==> config.mk <==
export PLATFORM = sky130hd
export DESIGN_NAME = ffpa_cell
export DESIGN_NICKNAME = d
export VERILOG_FILES = /design/src/sv/ffpa_pkg.sv /design/src/sv/ffpa_cell.sv
export SDC_FILE = /design/constraint.sdc
export NUM_CORES = 1
export LEC_CHECK = 0
export ABC_AREA = 1
export ABC_CLOCK_PERIOD_IN_PS = 4800
export BUFFER_PORTS_ARGS = -buffer_cell sky130_fd_sc_hd__buf_2
export CELL_PAD_IN_SITES_DETAIL_PLACEMENT = 1
export CELL_PAD_IN_SITES_GLOBAL_PLACEMENT = 2
export CORE_MARGIN = 1
export CORE_UTILIZATION = 26
export CTS_BUF_LIST = sky130_fd_sc_hd__clkbuf_2
export CTS_CLUSTER_DIAMETER = 50
export CTS_CLUSTER_SIZE = 8
export DETAILED_ROUTE_END_ITERATION = 7
export PLACE_DENSITY = 0.84
export SLEW_MARGIN = 20
export SYNTH_ARGS = -nofsm -noshare
export SYNTH_HDL_FRONTEND = slang
export SYNTH_SLANG_ARGS = --single-unit
==> constraint.sdc <==
create_clock -name clk -period 4.8 [get_ports clk]
set_clock_uncertainty 0.15 [all_clocks]
set_input_delay 1.2 -clock clk [delete_from_list [all_inputs] [get_ports clk]]
set_output_delay 1.2 -clock clk [all_outputs]
set_load 0.02 [all_outputs]
==> src/sv/ffpa_pkg.sv <==
`timescale 1ns / 1ps
`default_nettype none
package ffpa_pkg;

    localparam int FIELD_W = 16;
    localparam int CAND_W  = FIELD_W + 1;

    localparam logic [1:0] CMD_ALLOC  = 2'd0;
    localparam logic [1:0] CMD_FREE   = 2'd1;
    localparam logic [1:0] CMD_FIND   = 2'd2;
    localparam logic [1:0] CMD_REMOVE = 2'd3;

    localparam logic [1:0] STATUS_DONE   = 2'd0;
    localparam logic [1:0] STATUS_NO_GAP = 2'd1;
    localparam logic [1:0] STATUS_FULL   = 2'd2;
    localparam logic [1:0] STATUS_MISS   = 2'd3;

    localparam logic [CAND_W-1:0] ADDR_TOP = {1'b0, {FIELD_W{1'b1}}};

    typedef struct packed {
        logic [FIELD_W-1:0] start;
        logic [FIELD_W-1:0] len;
        logic [FIELD_W-1:0] id;
    } entry_t;

    // Probe that walks the chain, one cell per cycle.
    typedef struct packed {
        logic               valid;
        logic [1:0]         cmd;
        logic [CAND_W-1:0]  cand;
        logic [FIELD_W-1:0] want;
        logic [FIELD_W-1:0] key;
        logic               found;
        entry_t             res;
    } token_t;

    // Table update broadcast to every cell at the end of a scan.
    typedef struct packed {
        logic   insert;
        logic   drop;
        logic   found;
        entry_t fresh;
    } commit_t;

endpackage
`default_nettype wire

==> src/sv/ffpa_cell.sv <==
`timescale 1ns / 1ps
`default_nettype none
module ffpa_cell #(
    parameter int IDX = 0,
    parameter int CW  = 5
) (
    input  wire                  clk,
    input  wire                  rst_n,
    input  wire [CW-1:0]         count,
    input  ffpa_pkg::token_t     tin,
    output ffpa_pkg::token_t     tout,
    input  ffpa_pkg::entry_t     prev_entry,
    input  ffpa_pkg::entry_t     next_entry,
    output ffpa_pkg::entry_t     entry,
    input  ffpa_pkg::commit_t    commit
);
    import ffpa_pkg::*;

    entry_t entry_reg;
    entry_t entry_next;
    token_t tout_reg;
    token_t tout_next;
    logic   mark_reg;
    logic   mark_next;
    logic   after_reg;
    logic   after_next;

    logic              live;
    logic              at_end;
    logic              hit;
    logic [CAND_W-1:0] es;
    logic [CAND_W-1:0] ee;

    assign live   = CW'(IDX) < count;
    assign at_end = CW'(IDX) == count;
    assign es     = {1'b0, entry_reg.start};
    assign ee     = es + {1'b0, entry_reg.len};

    always_comb
    begin
        case (tin.cmd)
            CMD_ALLOC:
            begin
                hit = (es >= tin.cand) && ({1'b0, tin.want} <= es - tin.cand);
            end
            CMD_FREE:
            begin
                hit = entry_reg.start == tin.key;
            end
            default:
            begin
                hit = entry_reg.id == tin.key;
            end
        endcase
        hit = hit && live && !tin.found && tin.valid;

        tout_next = tin;
        if (hit)
        begin
            tout_next.found = 1'b1;
            tout_next.res   = entry_reg;
        end
        else if (tin.cmd == CMD_ALLOC && live && !tin.found && ee > tin.cand)
        begin
            tout_next.cand = ee;
        end

        mark_next  = tin.valid ? hit : mark_reg;
        after_next = tin.valid ? tin.found : after_reg;

        entry_next = entry_reg;
        if (commit.insert)
        begin
            if (commit.found && after_reg)
            begin
                entry_next = prev_entry;
            end
            else if ((commit.found && mark_reg) || (!commit.found && at_end))
            begin
                entry_next = commit.fresh;
            end
        end
        else if (commit.drop && (mark_reg || after_reg))
        begin
            entry_next = next_entry;
        end
    end

    always_ff @(posedge clk or negedge rst_n)
    begin
        if (!rst_n)
        begin
            tout_reg  <= '0;
            mark_reg  <= 1'b0;
            after_reg <= 1'b0;
        end
        else
        begin
            tout_reg  <= tout_next;
            mark_reg  <= mark_next;
            after_reg <= after_next;
        end
    end

    always_ff @(posedge clk)
    begin
        entry_reg <= entry_next;
    end

    assign tout  = tout_reg;
    assign entry = entry_reg;

endmodule
`default_nettype wire

==> key figures <==
Yosys
  – Average size of a mapped cell: 8.143 µm²
  – Post-synth EDFFs: 48
  – Synth Register Bits: 151
  – Top-count cell post-synth: nand2_1
  – Synth unique cells: 33
  – Ys Warns: 0
  – Post-synth top area share: 29.09%
  – Primary FF master, synth: dfrtp_1
  – Cell taking the most area after synthesis: dfrtp_1
  – Sequential cell area fraction in the yosys report: 45.36%
  – Synth top area cells: dfrtp_1 29%, edfxtp_1 16%, nand2_1 13%, ha_1 9.2%, a21oi_1 7.7%
  – Synthesized netlist cell count: 1,088
  – List of most frequent post-synthesis cells: 308 x nand2_1, 137 x a21oi_1, 103 x dfrtp_1, 94 x nand3_1, 87 x inv_1
  – Synthesized area: 0.008860 mm²
  – Post-synth ARST share: roughly two thirds
  – Mapped Nets: about 1.4k

Timing
  – Tcrit/Tclk final: about nine tenths
  – Tmin final: 4.319 ns
  – Final setup violation count: 0
  – Max Transition Viols Final: 0
  – Worst slew pin tran: 0.7906 ns
  – Hold_ws: 0.1634 ns
  – Slew Limit Headroom: 47.24%
  – Fmax: between 0.2 and 0.25 GHz
  – Unrepaired setup endpoints after global routing: no
  – Final hold violations: 0

Floorplanning
  – Die Ht: around 190 µm
  – Total I/O pin count: 404
  – Area of the core: between 0.03 and 0.04 mm²
  – Starting Density: 26.42%
  – Die area: 0.03482 mm²
  – # rows: 67
  – Die Wd: 186.6 µm

GRT
  – GRT overflow: 0
  – Top Usage Layer GRT: met2
  – GRT met2 Usage: 36.65%
  – Met1 usage: 29.66%
  – Vias in the first global route: about 9.5k
  – Largest net degree at the start of global routing: 50
  – Initial antenna violation count: 4
  – GRT Total Usage: around 22%
  – First-pass GRT wire length: a little under 60,000 µm
  – Global-route track usage on met3: 5.285%

Worst setup path
  – Reg-to-reg endpoint: tout[43]$_DFF_PN0_
  – Reg2Reg Depth: 25
  – Crit path launch type: register
  – Crit. End Element: register
  – Kind of critical path: reg2reg
  – Data arrival, critical path: ~4.9 ns
  – Worst r2r src: entry[32]$_DFFE_PP_
  – FF-to-FF setup slack: 0.48 ns
  – Worst EP required: about 5.4 ns
  – Crit path max fanout: roughly 50

Finish
  – Area Growth Syn to Fin: 32.48%
  – Final #Nets: 1,810
  – Post-route cell area: 0.01174 mm²
  – Share of layout cells above drive strength 1: 31.31%
  – Max reg flops: between 100 and 150

Placed design
  – DP Area: 0.01145 mm²
  – Gp weighted congestion: 0.8588
  – IO buf count: 403
  – DPL Wire Length: 31,200 µm

Pwr
  – Power Total: around 3.8 mW
  – Sequential Power Share: ~42%
  – Pint: 2.279 mW
  – P_leak: 6.188 nW
  – Psw: between 1 and 1.5 mW
  – Pwr Density: around 320 mW/mm²
  – Sw Share: 39.30%
  – Logic pwr share: 34.8%
  – Worst VDD drop: 0.1481 mV
  – Clock share of power: 23.7%

Clock tree
  – CTS Buffer Depth: 2
  – Root Buffer: clkbuf_2
  – Reg clk slew, reported paths: 0.28 ns
  – Post-CTS Setup Bufs: 0
  – H-tree Lvls: 4
  – Clk sinks: 151
  – Post_cts resized: 0
  – TritonCTS clock tree: yes
  – Hold_buf cts: 0
  – Worst-skew pair later-pin latency: 0.84 ns
  – Cts bufs inserted: 17

Route
  – 1st-iter DRT viols: between 300 and 400
  – WL/cell: about 20 µm
  – Via-per-instance ratio: 4.696
  – DRC viols: 0
  – ANT nets after route: 0
  – Routed wire length: 38,910 µm
  – Drt pass-1 iters: 5
  – DR vias: 9,162

Outcome
  – Status: completed

Run
  – Max_cap viols: 0

Min path
  – Worst min path class: in2async
-- cell type report --
type                            count  area, µm²
Timing Repair Buffer              429       2265
Antenna cell                        2      5.005
Tap cell                          448      560.5
Sequential cell                   151       4019
Fill cell                        4232      21790
Multi-Input combinational cell    802       4275
Inverter                           87      326.6
Clock inverter                     13      191.4
Clock buffer                       19      95.09
-- cell usage in the layout (no fill, tap or decap), types with 6 or more instances in the layout --
cell      Yosys  routed
a21o_1        6       6
a21oi_1     137     137
a31oi_1       6       6
buf_2         7     402
buf_4        14      23
clkbuf_2      0      19
dfrtp_1     103     103
edfxtp_1     48      48
ha_1         65      65
inv_1        87      86
nand2_1     308     306
nand3_1      94      94
nor2_1       71      71
nor3_1       11      11
o21ai_0      28      28
o21ai_1      14      14
xnor2_1      13      13
xor2_1       24      24
-- per-layer routing --
layer  share of wire [%]  wire, µm
met3                 5.7      2225
met5               0.033        13
met4                 2.0       775
met2                  47     18160
met1                  46     17740
-- power by group through the flow --
| stage | Sequential, mW | Combinational [mW] | Clock, mW |
|---|---|---|---|
| after floorplan | 1.66 | 0.670 | 0 |
| after global placement | 1.59 | 1.28 | 0 |
| after detailed placement | 1.59 | 1.31 | 0 |
| after CTS | 1.56 | 1.32 | 0.935 |
| after global routing | 1.57 | 1.47 | 0.978 |
| final | 1.56 | 1.31 | 0.891 |
-- critical path, stage by stage, from the launching register on --
cell and delay, ns:
edfxtp_1 0.63, inv_1 0.19, ha_1 0.16, inv_1 0.06
fa_1 0.40, nand3_1 0.09, nand2_1 0.10, nand2_1 0.08
nand3_1 0.19, a31oi_1 0.23, xor2_1 0.18, ha_1 0.26
a21oi_1 0.14, nor2_1 0.06, a211oi_1 0.17, nand2_1 0.07
nand2_1 0.06, nand2_1 0.05, nand2_1 0.06, nand2_1 0.04
nand2_1 0.07, nand3_1 0.10, nand2_2 0.13, buf_12 0.26
nand3_1 0.16, nand2_1 0.11
-- worst max path at each step --
| stage | startpoint | endpoint | slack [ns] | depth (start not counted) |
|---|---|---|---|---|
| final | entry[32]$_DFFE_PP_ | tout[43]$_DFF_PN0_ | 0.48 | 25 |
| after global routing | entry[32]$_DFFE_PP_ | tout[43]$_DFF_PN0_ | 0.05 | 23 |
| after CTS | entry[32]$_DFFE_PP_ | tout[43]$_DFF_PN0_ | 0.38 | 25 |
| after detailed placement | tin[83] | tout[43]$_DFF_PN0_ | -0.06 | 25 |
| after global placement | tin[83] | tout[43]$_DFF_PN0_ | 0.09 | 25 |
| after floorplan | tin[83] | tout[33]$_DFF_PN0_ | 0.49 | 26 |
-- logic make-up after synthesis --
group                    count (synthesis)  share of synthesized area (%)
AO/OA/AOI/OAI                          204                          12.16
flip-flops                             151                          45.36
AND/OR/NAND/NOR                        494                          22.69
buffers and inverters                  135                          6.496
XOR/XNOR                                37                          3.658
adder cells (fa/ha/maj)                 67                          9.631
-- per-stage QoR --
stage	setup TNS (ns)	instances	setup WS (ns)	utilization, %
after global placement	0	1917	0.09324	34.13
final	0	1951	0.4809	35.00
after global routing	0	1950	0.05409	35.00
after CTS	0	1949	0.3839	34.99
after floorplan	0	1088	0.4929	-
after detailed placement	-0.7415	1917	-0.05860	34.13
Power figures use the tool's default switching activity.
